<file path="src/rtl/dttc_pkg.sv">
// Shared types, constants and helpers for the decimal text to cents parser.
// No dependencies; every other file in rtl imports this package.
`timescale 1ns / 1ps

package dttc_pkg;

  // Sizing
  localparam int MAX_WHOLE_DIGITS = 16;
  localparam int AMT_W            = 60;
  localparam int CHAR_W           = 8;
  localparam int CNT_W            = $clog2(MAX_WHOLE_DIGITS + 1);
  localparam int DIGIT_W          = 4;
  localparam int CENTS_W          = 7;

  // Character codes
  localparam logic [CHAR_W-1:0] CH_ZERO  = 8'h30;
  localparam logic [CHAR_W-1:0] CH_NINE  = 8'h39;
  localparam logic [CHAR_W-1:0] CH_COMMA = 8'h2C;
  localparam logic [CHAR_W-1:0] CH_DOT   = 8'h2E;

  // Third fractional digit at or above this value rounds up
  localparam logic [DIGIT_W-1:0] ROUND_MIN = 4'd5;

  // Fractional digit position codes
  localparam logic [1:0] FRAC_NONE  = 2'd0;
  localparam logic [1:0] FRAC_TENTH = 2'd1;
  localparam logic [1:0] FRAC_HUND  = 2'd2;
  localparam logic [1:0] FRAC_DONE  = 2'd3;

  typedef enum logic [1:0] {
    ST_OK         = 2'd0,
    ST_BAD_CHAR   = 2'd1,
    ST_SECOND_DOT = 2'd2,
    ST_OVERFLOW   = 2'd3
  } status_t;

  // One captured request from the input register
  typedef struct packed {
    logic [CHAR_W-1:0] char_code;
    logic              is_terminator;
  } req_t;

  // Totals captured at a terminator; cents is 0..100
  typedef struct packed {
    logic [AMT_W-1:0]   whole;
    logic [CENTS_W-1:0] cents;
    status_t            status;
  } snap_t;

  // x*10 + d by shift and add, wrapped to the amount width
  function automatic logic [AMT_W-1:0] shift_in_digit(input logic [AMT_W-1:0] x,
                                                      input logic [DIGIT_W-1:0] d);
    shift_in_digit = (x << 3) + (x << 1) + AMT_W'(d);
  endfunction

endpackage

</file>
<file path="src/rtl/dttc_in_stage.sv">
// Input register of the decimal text to cents parser.
// Depends on dttc_pkg for the request type.
`timescale 1ns / 1ps

module dttc_in_stage (
  input  logic                       clk,
  input  logic                       rst,
  input  logic [dttc_pkg::CHAR_W-1:0] char_code,
  input  logic                       is_terminator,
  input  logic                       in_valid,
  output logic                       in_stall,
  input  logic                       take,
  output dttc_pkg::req_t             req,
  output logic                       req_valid
);
  import dttc_pkg::*;

  // Stall only while a held request is not consumed downstream
  assign in_stall = req_valid && !take;

  // Hold valid
  always_ff @(posedge clk) begin
    if (rst) begin
      req_valid <= 1'b0;
    end else if (!in_stall) begin
      req_valid <= in_valid;
    end
  end

  // Capture payload on accept
  always_ff @(posedge clk) begin
    if (in_valid && !in_stall) begin
      req.char_code     <= char_code;
      req.is_terminator <= is_terminator;
    end
  end

endmodule

</file>
<file path="src/rtl/dttc_parse.sv">
// Parser state: folds one character per cycle into the running totals and
// captures a snapshot on a terminator once its slot is free. Depends on dttc_pkg.
`timescale 1ns / 1ps

module dttc_parse (
  input  logic            clk,
  input  logic            rst,
  input  dttc_pkg::req_t  req,
  input  logic            req_valid,
  output logic            take,
  input  logic            sc_take,
  output dttc_pkg::snap_t snap,
  output logic            snap_valid
);
  import dttc_pkg::*;

  logic [AMT_W-1:0]   whole_accum, whole_accum_next;
  logic [CNT_W-1:0]   whole_digit_count, whole_digit_count_next;
  logic               dot_seen, dot_seen_next;
  logic [1:0]         frac_digit_count, frac_digit_count_next;
  logic [CENTS_W-1:0] frac_two_digits, frac_two_digits_next;
  logic               round_up_flag, round_up_flag_next;
  status_t            error_code, error_code_next;

  logic               snap_free;
  logic               is_digit;
  logic [DIGIT_W-1:0] digit;
  logic [CHAR_W-1:0]  digit_full;

  // Snapshot slot opens when empty or being drained
  assign snap_free = !snap_valid || sc_take;
  assign take      = req_valid && (!req.is_terminator || snap_free);

  assign is_digit   = (req.char_code >= CH_ZERO) && (req.char_code <= CH_NINE);
  assign digit_full = req.char_code - CH_ZERO;
  assign digit      = digit_full[DIGIT_W-1:0];

  // Next state for one character
  always_comb begin
    whole_accum_next       = whole_accum;
    whole_digit_count_next = whole_digit_count;
    dot_seen_next          = dot_seen;
    frac_digit_count_next  = frac_digit_count;
    frac_two_digits_next   = frac_two_digits;
    round_up_flag_next     = round_up_flag;
    error_code_next        = error_code;
    if (error_code == ST_OK) begin
      if (is_digit) begin
        if (!dot_seen) begin
          // Zero count means the accumulator is still zero: drop leading zeros
          if (!(whole_digit_count == '0 && digit == '0)) begin
            if (whole_digit_count >= CNT_W'(MAX_WHOLE_DIGITS)) begin
              error_code_next = ST_OVERFLOW;
            end else begin
              whole_accum_next       = shift_in_digit(whole_accum, digit);
              whole_digit_count_next = whole_digit_count + 1'b1;
            end
          end
        end else begin
          case (frac_digit_count)
            FRAC_NONE: begin
              frac_two_digits_next  = (CENTS_W'(digit) << 3) + (CENTS_W'(digit) << 1);
              frac_digit_count_next = FRAC_TENTH;
            end
            FRAC_TENTH: begin
              frac_two_digits_next  = frac_two_digits + CENTS_W'(digit);
              frac_digit_count_next = FRAC_HUND;
            end
            FRAC_HUND: begin
              round_up_flag_next    = (digit >= ROUND_MIN);
              frac_digit_count_next = FRAC_DONE;
            end
            default: begin
              frac_digit_count_next = frac_digit_count;
            end
          endcase
        end
      end else if (req.char_code == CH_COMMA) begin
        error_code_next = ST_OK;
      end else if (req.char_code == CH_DOT) begin
        if (dot_seen) begin
          error_code_next = ST_SECOND_DOT;
        end else begin
          dot_seen_next = 1'b1;
        end
      end else begin
        error_code_next = ST_BAD_CHAR;
      end
    end
  end

  // Advance state on characters, clear on terminators
  always_ff @(posedge clk) begin
    if (rst) begin
      whole_accum       <= '0;
      whole_digit_count <= '0;
      dot_seen          <= 1'b0;
      frac_digit_count  <= FRAC_NONE;
      frac_two_digits   <= '0;
      round_up_flag     <= 1'b0;
      error_code        <= ST_OK;
    end else if (take) begin
      if (req.is_terminator) begin
        whole_accum       <= '0;
        whole_digit_count <= '0;
        dot_seen          <= 1'b0;
        frac_digit_count  <= FRAC_NONE;
        frac_two_digits   <= '0;
        round_up_flag     <= 1'b0;
        error_code        <= ST_OK;
      end else begin
        whole_accum       <= whole_accum_next;
        whole_digit_count <= whole_digit_count_next;
        dot_seen          <= dot_seen_next;
        frac_digit_count  <= frac_digit_count_next;
        frac_two_digits   <= frac_two_digits_next;
        round_up_flag     <= round_up_flag_next;
        error_code        <= error_code_next;
      end
    end
  end

  // Hold snapshot valid
  always_ff @(posedge clk) begin
    if (rst) begin
      snap_valid <= 1'b0;
    end else if (snap_free) begin
      snap_valid <= req_valid && req.is_terminator;
    end
  end

  // Capture totals; cents may reach 100, which the scaler folds into whole
  always_ff @(posedge clk) begin
    if (take && req.is_terminator) begin
      snap.whole  <= whole_accum;
      snap.cents  <= frac_two_digits + CENTS_W'(round_up_flag);
      snap.status <= error_code;
    end
  end

endmodule

</file>
<file path="src/rtl/dttc_scale.sv">
// Output stage: scales the whole part by 100, adds cents, and holds the result.
// Depends on dttc_pkg.
`timescale 1ns / 1ps

module dttc_scale (
  input  logic                       clk,
  input  logic                       rst,
  input  dttc_pkg::snap_t            snap,
  input  logic                       snap_valid,
  output logic                       sc_take,
  input  logic                       out_stall,
  output logic                       out_valid,
  output logic [dttc_pkg::AMT_W-1:0] amount_cents,
  output dttc_pkg::status_t          status
);
  import dttc_pkg::*;

  logic             out_free;
  logic [AMT_W-1:0] amount_next;

  assign out_free = !out_valid || !out_stall;
  assign sc_take  = snap_valid && out_free;

  // whole*100 + cents; cents of 100 carries into whole for free
  assign amount_next = (snap.whole << 6) + (snap.whole << 5) + (snap.whole << 2)
                     + AMT_W'(snap.cents);

  // Hold valid
  always_ff @(posedge clk) begin
    if (rst) begin
      out_valid <= 1'b0;
    end else if (out_free) begin
      out_valid <= snap_valid;
    end
  end

  // Load result; zero the amount on error
  always_ff @(posedge clk) begin
    if (sc_take) begin
      status       <= snap.status;
      amount_cents <= (snap.status == ST_OK) ? amount_next : '0;
    end
  end

endmodule

</file>
<file path="src/rtl/decimal_text_to_cents.sv">
// Decimal text to cents: takes one ASCII character per request and, on a
// terminator request, returns the amount in hundredths with a status code.
// Depends on dttc_pkg, dttc_in_stage, dttc_parse and dttc_scale.
`timescale 1ns / 1ps

// One request is accepted every cycle while in_stall is low. A character is
// captured in the input register and then folded into the running totals, one
// shift-add of the whole part per character; a terminator's result passes from
// the input register through the snapshot register to the output register
// after the scale-by-100 add. Commas are skipped, up to 16 significant whole
// digits are taken, the third fractional digit rounds half up, and the state
// clears after every terminator. A result waiting on out_stall does not
// block input until the snapshot slot behind it is also full and a
// terminator arrives.
module decimal_text_to_cents (
  input  logic                       clk,
  input  logic                       rst,
  input  logic [dttc_pkg::CHAR_W-1:0] char_code,
  input  logic                       is_terminator,
  input  logic                       in_valid,
  output logic                       in_stall,
  output logic [dttc_pkg::AMT_W-1:0] amount_cents,
  output logic [1:0]                 status,
  output logic                       out_valid,
  input  logic                       out_stall
);
  import dttc_pkg::*;

  req_t    req;
  logic    req_valid;
  logic    take;
  snap_t   snap;
  logic    snap_valid;
  logic    sc_take;
  status_t status_q;

  dttc_in_stage u_in_stage (
    .clk           (clk),
    .rst           (rst),
    .char_code     (char_code),
    .is_terminator (is_terminator),
    .in_valid      (in_valid),
    .in_stall      (in_stall),
    .take          (take),
    .req           (req),
    .req_valid     (req_valid)
  );

  dttc_parse u_parse (
    .clk        (clk),
    .rst        (rst),
    .req        (req),
    .req_valid  (req_valid),
    .take       (take),
    .sc_take    (sc_take),
    .snap       (snap),
    .snap_valid (snap_valid)
  );

  dttc_scale u_scale (
    .clk          (clk),
    .rst          (rst),
    .snap         (snap),
    .snap_valid   (snap_valid),
    .sc_take      (sc_take),
    .out_stall    (out_stall),
    .out_valid    (out_valid),
    .amount_cents (amount_cents),
    .status       (status_q)
  );

  assign status = status_q;

  // An empty input register never stalls
  a_no_stall_when_empty: assert property (@(posedge clk) disable iff (rst)
    !req_valid |-> !in_stall)
    else $error("input stalled with empty input register");

  // A nonzero amount only comes with an ok status
  a_amount_zero_on_error: assert property (@(posedge clk) disable iff (rst)
    out_valid && (amount_cents != '0) |-> status_q == ST_OK)
    else $error("nonzero amount with error status");

  // Amount never exceeds 10^18 cents
  a_amount_bound: assert property (@(posedge clk) disable iff (rst)
    out_valid |-> amount_cents <= 60'd1000000000000000000)
    else $error("amount beyond range");

  // A character request never occupies the snapshot slot
  a_char_no_snap: assert property (@(posedge clk) disable iff (rst)
    take && !req.is_terminator && !snap_valid |=> !snap_valid)
    else $error("snapshot filled by a character request");

endmodule

</file>
<file path="config.mk">
export PLATFORM = sky130hd
export DESIGN_NAME = decimal_text_to_cents
export DESIGN_NICKNAME = d
export VERILOG_FILES = /design/src/rtl/dttc_pkg.sv /design/src/rtl/dttc_in_stage.sv /design/src/rtl/dttc_parse.sv /design/src/rtl/dttc_scale.sv /design/src/rtl/decimal_text_to_cents.sv
export SDC_FILE = /design/constraint.sdc
export NUM_CORES = 1
export LEC_CHECK = 0
export BUFFER_PORTS_ARGS = -buffer_cell sky130_fd_sc_hd__buf_2
export CAP_MARGIN = 20
export CORE_MARGIN = 4
export CORE_UTILIZATION = 60
export CTS_CLUSTER_SIZE = 16
export DETAILED_ROUTE_END_ITERATION = 16
export PLACE_DENSITY = 0.78
export SETUP_SLACK_MARGIN = 0.2
export SYNTH_ARGS = -nofsm -noshare
export SYNTH_HDL_FRONTEND = slang
export SYNTH_SLANG_ARGS = --single-unit
</file>
<file path="constraint.sdc">
create_clock -name clk -period 7.5 [get_ports clk]
set_clock_uncertainty 0.1 [all_clocks]
set_input_delay 0.75 -clock clk [delete_from_list [all_inputs] [get_ports clk]]
set_output_delay 0.75 -clock clk [all_outputs]
set_load 0.02 [all_outputs]
</file>
# Word level (Yosys, flattened, before mapping)
# Index checks and enable logic that the tools add are counted.
[classes]
n_lt_le_gt_ge = 4
n_eq_ne = 13
muxes = 41
n_reduce_logical = 35
n_addsub = 10
[op_table]
columns = ["cell", "n"]
rows = [
  ["2-to-1 mux 58 bit", 6],
  ["adder 60 bit", 2],
  ["adder 60 x 7 -> 60 bit", 1],
  ["adder 58 x 4 -> 58 bit", 1],
  ["adder 58 bit", 1],
  ["2-to-1 mux 5 bit", 6],
  ["2-to-1 mux 7 bit", 4],
  ["2-to-1 mux 2 bit", 13],
  ["AND reduction 5 bit", 4],
  ["== test 8 x 6 -> 1 bit (second input constant)", 2],
  ["case mux 7 bit (2 select lines)", 1],
  ["AND reduction 6 bit", 2],
  ["2-to-1 mux 1 bit", 10],
  ["!= test 2 bit (second input constant)", 5],
  ["nonzero test 2 bit", 5],
  ["!= test 3 bit (second input constant)", 3],
  ["greater-or-equal comparator 8 x 6 -> 1 bit (second input constant)", 1],
  ["<= comparator 8 x 6 -> 1 bit (second input constant)", 1],
  ["logical AND 1 bit", 8],
  ["adder 7 x 1 -> 7 bit", 1],
  ["adder 7 x 4 -> 7 bit", 1],
  ["adder 7 x 5 -> 7 bit", 1],
  ["zero test 1 bit", 6],
  ["zero test 2 bit", 3],
  ["13 further kinds", 15],
]
[totals]
register_bits = 217
out_inout_bits = 64
elab_cells = 120

# Depth between registers and ports, before layout
# Gate-level depths: netlist of run 1.
[depth]
ltp_word = 10
depth_mapped = 15
depth_no_buf = 15

# Hierarchy
# From an unflattened synthesis of run 1, not the netlist that was laid out.
[unflattened]
cells_unflattened = 1805
area_unflattened_um2 = 17337.9
[modules_own_cells]
columns = ["mod", "instances", "area_each_um2", "cells_each", "seq_area_each_um2"]
rows = [
  ["dttc_parse", 1, 9227.6, 950, 3653.5],
  ["dttc_scale", 1, 7790.0, 842, 1881.8],
  ["dttc_in_stage", 1, 320.3, 13, 290.3],
]

# Worst setup path after synthesis of run 1
# Ideal clock, no wire load.
[synth_path]
path_kind = "input to register"
start = "in out_stall"
end = "reg u_scale.amount_cents[0] (netlist bit) (enable)"
cell_stages = 1
arrival_ps = 5276
setup_slack_ps = 1548
setup_time_ps = 576
path_buffers = 0
cell_sequence = "a21boi_0"
[synth_via]
elab_chain_cells = 3
[synth_lines]
columns = ["element", "line_no", "source"]
rows = [
  ["start: declaration", "decimal_text_to_cents.sv:25", "input logic out_stall"],
  ["zero test 1 bit", "dttc_scale.sv:21", "assign out_free = !out_valid || !out_stall;"],
  ["logical OR 1 bit", "dttc_scale.sv:21", ""],
  ["logical AND 1 bit", "dttc_scale.sv:22", "assign sc_take = snap_valid && out_free;"],
  ["end signal: assignment", "dttc_scale.sv:41", "amount_cents <= (snap.status == ST_OK) ? amount_next : '0;"],
  ["end: declaration", "dttc_scale.sv:13", "output logic [dttc_pkg::AMT_W-1:0] amount_cents,"],
]
# No other way between the ends.
# A chain may end at the register's enable or synchronous reset.

# Worst setup path after layout of run 1
[layout_path]
start = "reg, netlist name u_parse.snap[9]"
end = "reg u_scale.amount_cents[55] (netlist bit), data pin"
[layout_via]
elab_chain_cells = 3
[layout_lines]
columns = ["element", "line_no", "source"]
rows = [
  ["adder 60 bit", "dttc_scale.sv:25", "assign amount_next = (snap.whole << 6) + (snap.whole << 5) + (snap.whole << 2)"],
  ["adder 60 bit (*)", "dttc_scale.sv:25", ""],
  ["adder 60 x 7 -> 60 bit (*)", "dttc_scale.sv:26", "+ AMT_W'(snap.cents);"],
]
# Mark *: on every way between the ends. The rest lies on a longest branch, timed or not.

==> results of run 1 <==
kinds of logic after synthesis:
family                   share of synthesized area (%)
buffers and inverters                             5.40
flip-flops                                        33.5
AND/OR/NAND/NOR                                   12.6
AO/OA/AOI/OAI                                     18.1
adder cells (fa/ha/maj)                           24.3
XOR/XNOR                                          5.69
multiplexers                                     0.352
cells in the final DEF, fill, tap and decap left out, types with 7 or more instances in the layout:
cell,count
edfxtp_1,138
buf_4,8
nand2_1,127
a31oi_1,14
a21oi_1,171
inv_1,175
a211oi_1,14
xor2_1,47
nor2b_1,12
dfxtp_1,79
o21a_1,7
nor3b_1,9
buf_2,76
o21bai_1,30
nand3_1,29
xnor2_1,64
and3_1,12
ha_1,236
a21o_1,57
nor3_1,31
fa_1,60
or3_1,11
clkbuf_16,25
and2_1,11
nand4_1,40
nand2b_1,8
o21ai_0,102
nor2_1,159
a22oi_1,16
o211ai_1,13
layout make-up:
cell class | count | area (um2) | share of cell area (%)
Multi-Input combinational cell | 1369 | 10500 | 56.3
Sequential cell | 217 | 5730 | 30.8
Clock buffer | 32 | 662 | 3.56
Inverter | 175 | 657 | 3.54
Tap cell | 378 | 473 | 2.55
Timing Repair Buffer | 85 | 455 | 2.45
Clock inverter | 12 | 145 | 0.782
per-stage QoR:
stage / worst slack, ns / hold WS, ns / total power, W / utilization [%] / std cells
floorplan: 1.55 / 0.308 / 0.00187 / - / 1830
global placement: 3.19 / 0.314 / 0.00202 / 63.5 / 2222
detailed placement: 3.11 / 0.317 / 0.00203 / 63.6 / 2223
CTS: 3.07 / 0.268 / 0.00322 / 66.4 / 2267
global route: 2.75 / 0.278 / 0.00338 / 66.5 / 2268
finish: 3.04 / 0.291 / 0.00321 / 66.5 / 2268
path summary, 6_finish.rpt:
| check | from | end | slack, ns | cells after the start |
|---|---|---|---|---|
| min | char_code[0] | u_in_stage.req[1] | 0.29 | 1 |
| max reg2reg | u_parse.snap[9] | u_scale.amount_cents[55] | 3.04 | 14 |
| min reg2reg | u_parse.whole_accum[57] | u_parse.snap[66] | 0.34 | 0 |
| max | u_parse.snap[9] | u_scale.amount_cents[55] | 3.04 | 14 |
where the power goes:
part           leakage (nW)  total [W]  internal [W]  switching [W]
Clock                 0.397    0.00119      0.000700       0.000488
Combinational          6.05   0.000706      0.000273       0.000433
Sequential             1.90    0.00132       0.00130      0.0000213
Total                  8.34    0.00321       0.00227       0.000942
sequential cells by signal, indices dropped and copies added (netlist names), 2 cells and up:
signal	count
u_scale.amount_cents	60
u_parse.frac_digit_count	2
u_parse.whole_accum	58
u_parse.frac_two_digits	7
u_parse.error_code	2
u_parse.snap	67
u_in_stage.req	9
u_scale.status	2
u_parse.whole_digit_count	5
metal layers:
metal  up-vias  GRT usage (%)  part of all wire, %
met5         -              0                    0
met1      6196           37.9                   50
met3        56           2.46                  5.6
met2       395           36.4                   42
met4         0           5.32                  2.0
li1       6608              -                    -
==> run metrics, run 1 <==
Ys Warns=0; P_leak=8.34 nW; Core ar.=27900 um2; Power Density=approximately 170 nW/um2; post-synthesis instance area=17100 um2; Detailed Route WL=37700 um; Setup crit start kind=register; total track usage=24.2%; CP max stage delay=0.49 ns; Final Max Tran Viols=0; syn nets=2139; Setup Buffers After CTS=0; Min-Delay Path Class=input port to register; status=completed; First-pass DRT Iterations=7; cell with the most instances after synthesis=ha_1; synth top area cells=edfxtp_1 (24%), ha_1 (17%), dfxtp_1 (9.3%), fa_1 (7.0%), a21oi_1 (5.0%); list of most frequent post-synthesis cells=ha_1 (236), inv_1 (175), a21oi_1 (171); Port-buffer cells=76; CTS max path bufs=3; Main synth FF type=edfxtp_1; CP Capture Type=register; Starting Density=61.1%; Slew headroom=37.2%; min Tclk post-route=around 4.5 ns; post-route DRC violation count=0; Max Clk Rate=224 MHz; CTS Hold Bufs=0; final instance area=18600 um2; final period utilization=~59%; grt total ovfl=0; Syn Area/Cell=9.33 um2; slowest CP cell=a311oi_1; Synth Register Bits=217; most frequent CP cell=o21ai_0; share of layout cells above drive strength 1=7.51%; Yosys cell types=between 60 and 70; Clock Latency Late Sink=0.53 ns; average routed wire per standard cell=~17 um; Max VDD drop=0.200 mV; NumNets Final=2181; largest net degree at the start of global routing=69; largest fanout on the critical path=4; Final TNS setup=0 ns; Buf/Inv on CP=2; Hold Vio Cnt, Final=0; CTS sink cnt=217; Seq/Total Area, Yosys=between 30 and 40%; final-layout fill cell count=approximately 2200; initial antenna violation count=0; Crit Path Class=register to register; cell taking the most area after synthesis=edfxtp_1; Post-Syn Instances=approximately 1800; area post-placement=approximately 18000 um2; MaxCap Viol Count=0; Post-CTS Resized=0; number of global-route vias before repair=12700; H-Tree Depth=1; Slew @ Worst Pin=0.942 ns; DR vias/cell=5.84; Arr. time, crit path=4.59 ns; FP Rows=61; CTS tree=done; Die ar.=around 31000 um2; Root Buffer=clkbuf_16; detailed placement HPWL=roughly 30000 um; via count=13300; RD Place Congestion=0.900; total CTS buffers=24; CP delay by family, top=compound AO/OA/AOI/OAI gates; antenna cells=0; endpoints failing setup=0; unrepaired setup endpoints after global routing=no; Die W=177 um; Reg clk slew, reported paths=0.06 ns; global-route wire length before repair=63500 um; FFs w/ async S/R, synth=0%; Layout area overhead=8.73%; IO Pins=77; Worst EP required=7.63 ns; CP cell instances=inv_1 -> fa_1 -> inv_1 -> fa_1 -> ha_1 -> o21ai_0 -> o21ai_0 -> nand3_1 -> a311oi_1 -> o21ai_0 -> a21oi_1 -> o21ai_0 -> a21oi_1 -> nor3b_1; post-synth top area share=approximately a quarter; Routed Antenna Nets=0; Iter 0 DRT Violations=989; Die Y=177 um; Post-synth EDFFs=138
No activity file was read; power rests on OpenSTA's default activity.
==> inputs of run 2 (changes only) <==
Settings changed: CORE_UTILIZATION 60 to 57.
Clock period 7.5 ns to 4.01 ns, I/O delays scaled along.
==> run 2 against run 1 <==
Against the previous run: the flow now finishes with violations (negative setup slack); fmax up 3.7%; worst setup slack worse by 3.3 ns; hold slack worse by 0.21 ns; final area up 9.8%; global-route usage down 1.1 points; sequential power up 86%; combinational power up 150%; non-clock buffer count up 119; clock power up 67%; count of clock-buffer cells in the layout down 3; via count up 5.7%; critical path type unchanged; critical endpoint is now u_scale.amount_cents[26].
==> run metrics, run 2 (synthesis gave the netlist of run 1 again) <==
status=finished with violations; failing checks=negative setup slack; final-layout fill cell count=2167 (-2.6%); Max Clk Rate=233 MHz (+3.7%); initial antenna violation count=0 (unchanged); Worst EP required=4.13 ns (-3.50 ns); slowest CP cell=fa_1; DR vias/cell=5.85 (about the same); Top Registers=u_parse.snap: 67 flops, u_scale.amount_cents: 60 flops, u_parse.whole_accum: 58 flops; Reg clk slew, reported paths=0.06 ns (about the same); most frequent cells in the layout=ha_1 (202), inv_1 (157), nor2_1 (155), a21oi_1 (155), edfxtp_1 (138); Reg with most FFs=u_parse.snap; Max VDD drop=0.272 mV (+36%); Crit Path Class=register to register; Routed Antenna Nets=0 (unchanged); Clock Latency Late Sink=0.53 ns (about the same); largest fanout on the critical path=4 (unchanged); Largest register FFs=67 (unchanged); Met2 Wirelength=18900 um (+19%); post-route DRC violation count=0 (unchanged); Buf/Inv on CP=5 (+3); flop-to-flop setup slack=-0.29 ns (-3.33 ns); Setup crit start kind=register; Detailed Route WL=41600 um (+10%); antenna cells=0 (unchanged); P_leak=8.96 nW (+7.4%); CP delay by family, top=compound AO/OA/AOI/OAI gates; Arr. time, crit path=4.42 ns (-0.17 ns); unrepaired setup endpoints after global routing=yes; First-pass DRT Iterations=5 (-2); top layer in use=met4; Slew headroom=29.2% (-8.0 points); global-route wire length before repair=65100 um (+2.6%); HP Start=out_stall; crit path from=u_parse.snap[10]; min Tclk post-route=4.30 ns (-0.160 ns); reg2reg start=u_parse.snap[10]; Port-buffer cells=76 (unchanged); RD Place Congestion=0.940 (+4.4%); IO Pins=77 (unchanged); dpl ws=-0.160 ns (-3.27 ns); largest net degree at the start of global routing=69 (unchanged); CP max stage delay=0.53 ns (+0.04 ns); average routed wire per standard cell=17.4 um (+4.6%); CTS sink cnt=217 (unchanged); Cells after DPL=2321 (+4.4%); H-Tree Depth=1 (unchanged); FP Rows=63 (+3.3%); grt total ovfl=0 (unchanged); MaxCap Viol Count=0 (unchanged); Power Density=305 nW/um2 (+76%); via count=14000 (+5.7%); detailed placement HPWL=30200 um (+3.1%); NumNets Final=2298 (+5.4%); CP cell instances=inv_2 -> buf_4 -> fa_1 -> inv_1 -> ha_1 -> ha_1 -> o21a_1 -> o31a_1 -> o311a_1 -> or2_1 -> a211o_1 -> buf_6 -> a31oi_4 -> buf_4 -> o21ai_2 -> xnor2_1 -> nor2_1; Hold Vio Cnt, Final=0 (unchanged); CTS max path bufs=3 (unchanged); final period utilization=107% (+48 points); Finished Layout Cells=2395 (+5.6%); total track usage=23.1% (-1.1 points); endpoints failing setup=19 (+19); Routed met3 length=2300 um (+8.9%); Min-Delay Path Class=input port to register; Die Y=181 um (+2.5%); commonest non-fill, non-tap cell in the layout=ha_1; total CTS buffers=22 (-8.3%); setup ws final=-0.287 ns (-3.33 ns); M1 wire length=19300 um (+1.9%); share of layout cells above drive strength 1=19.0% (+11 points); Slew @ Worst Pin=1.06 ns (+0.116 ns); Core ar.=29600 um2 (+5.8%); Starting Density=57.8% (-3.4 points); Layout area overhead=19.4%; CP Capture Type=register; CTS tree=done; Die ar.=32800 um2 (+5.0%); Final Max Tran Viols=0 (unchanged); number of global-route vias before repair=13200 (+3.8%); Root Buffer=clkbuf_16; Iter 0 DRT Violations=1229 (+24%); Die W=181 um (+2.5%)
## run 2: cell types whose count changed in the layout (fill, tap and decap cells not counted), sizes merged
cell and delta:
bufinv -1, clkinvlp +2, dlygate4sd3 +10, buf +109
clkinv +1, clkbuf -3, inv -3
## run 2: final timing paths
check,depth (start not counted),to
max,17,u_scale.amount_cents[26]
min,3,u_scale.out_valid
max reg2reg,17,u_scale.amount_cents[26]
min reg2reg,0,u_parse.snap[66]
## run 2: power breakdown
part,internal (W),switching [W]
logic,0.000777,0.000988
clock network,0.00114,0.000854
registers,0.00243,0.0000379
## run 2: repair_timing
item                                   CTS  global route
buffers inserted                         6            18
setup endpoints to repair               34            50
hold buffers                            10             0
gates resized for setup                 48           132
pin swaps                               21            73
endpoints found under the hold margin   10             0
## run 2: worst min-delay path, delay by kind of cell
family,cells,cell delay [ns]
buffers and inverters,1,0.12
AOI/OAI and AO/OA,1,0.07
and+or+nand+nor,1,0.07
## run 2: area by class of cell
class,count,area (um2),area share [%]
inverters,175,657,3.22
clock inverters,11,104,0.509
multi-input cells,1369,11400,55.8
flip-flops and latches,217,5730,28.1
clock buffers,29,607,2.98
well taps,390,488,2.39
repair buffers,204,1420,6.98
## run 2: through the flow
stage | power [W] | cell area [um2] | utilization, % | setup TNS (ns) | hold WS (ns)
after floorplan | 0.00350 | 17100 | - | 0 | 0.308
after global placement | 0.00391 | 18400 | 62.3 | -0.266 | 0.315
after detailed placement | 0.00394 | 18400 | 62.3 | -1.87 | 0.329
after CTS | 0.00598 | 19400 | 65.8 | -1.02 | 0.0619
after global routing | 0.00651 | 20400 | 69.0 | -6.21 | 0.0815
final | 0.00622 | 20400 | 69.0 | -3.07 | 0.0776
## run 2: metal layers
metal  vias up  GRT usage (%)
met2       485           36.1
met1      6577           34.8
met5         -              0
met3        96           2.34
li1       6849              -
met4         0           5.58
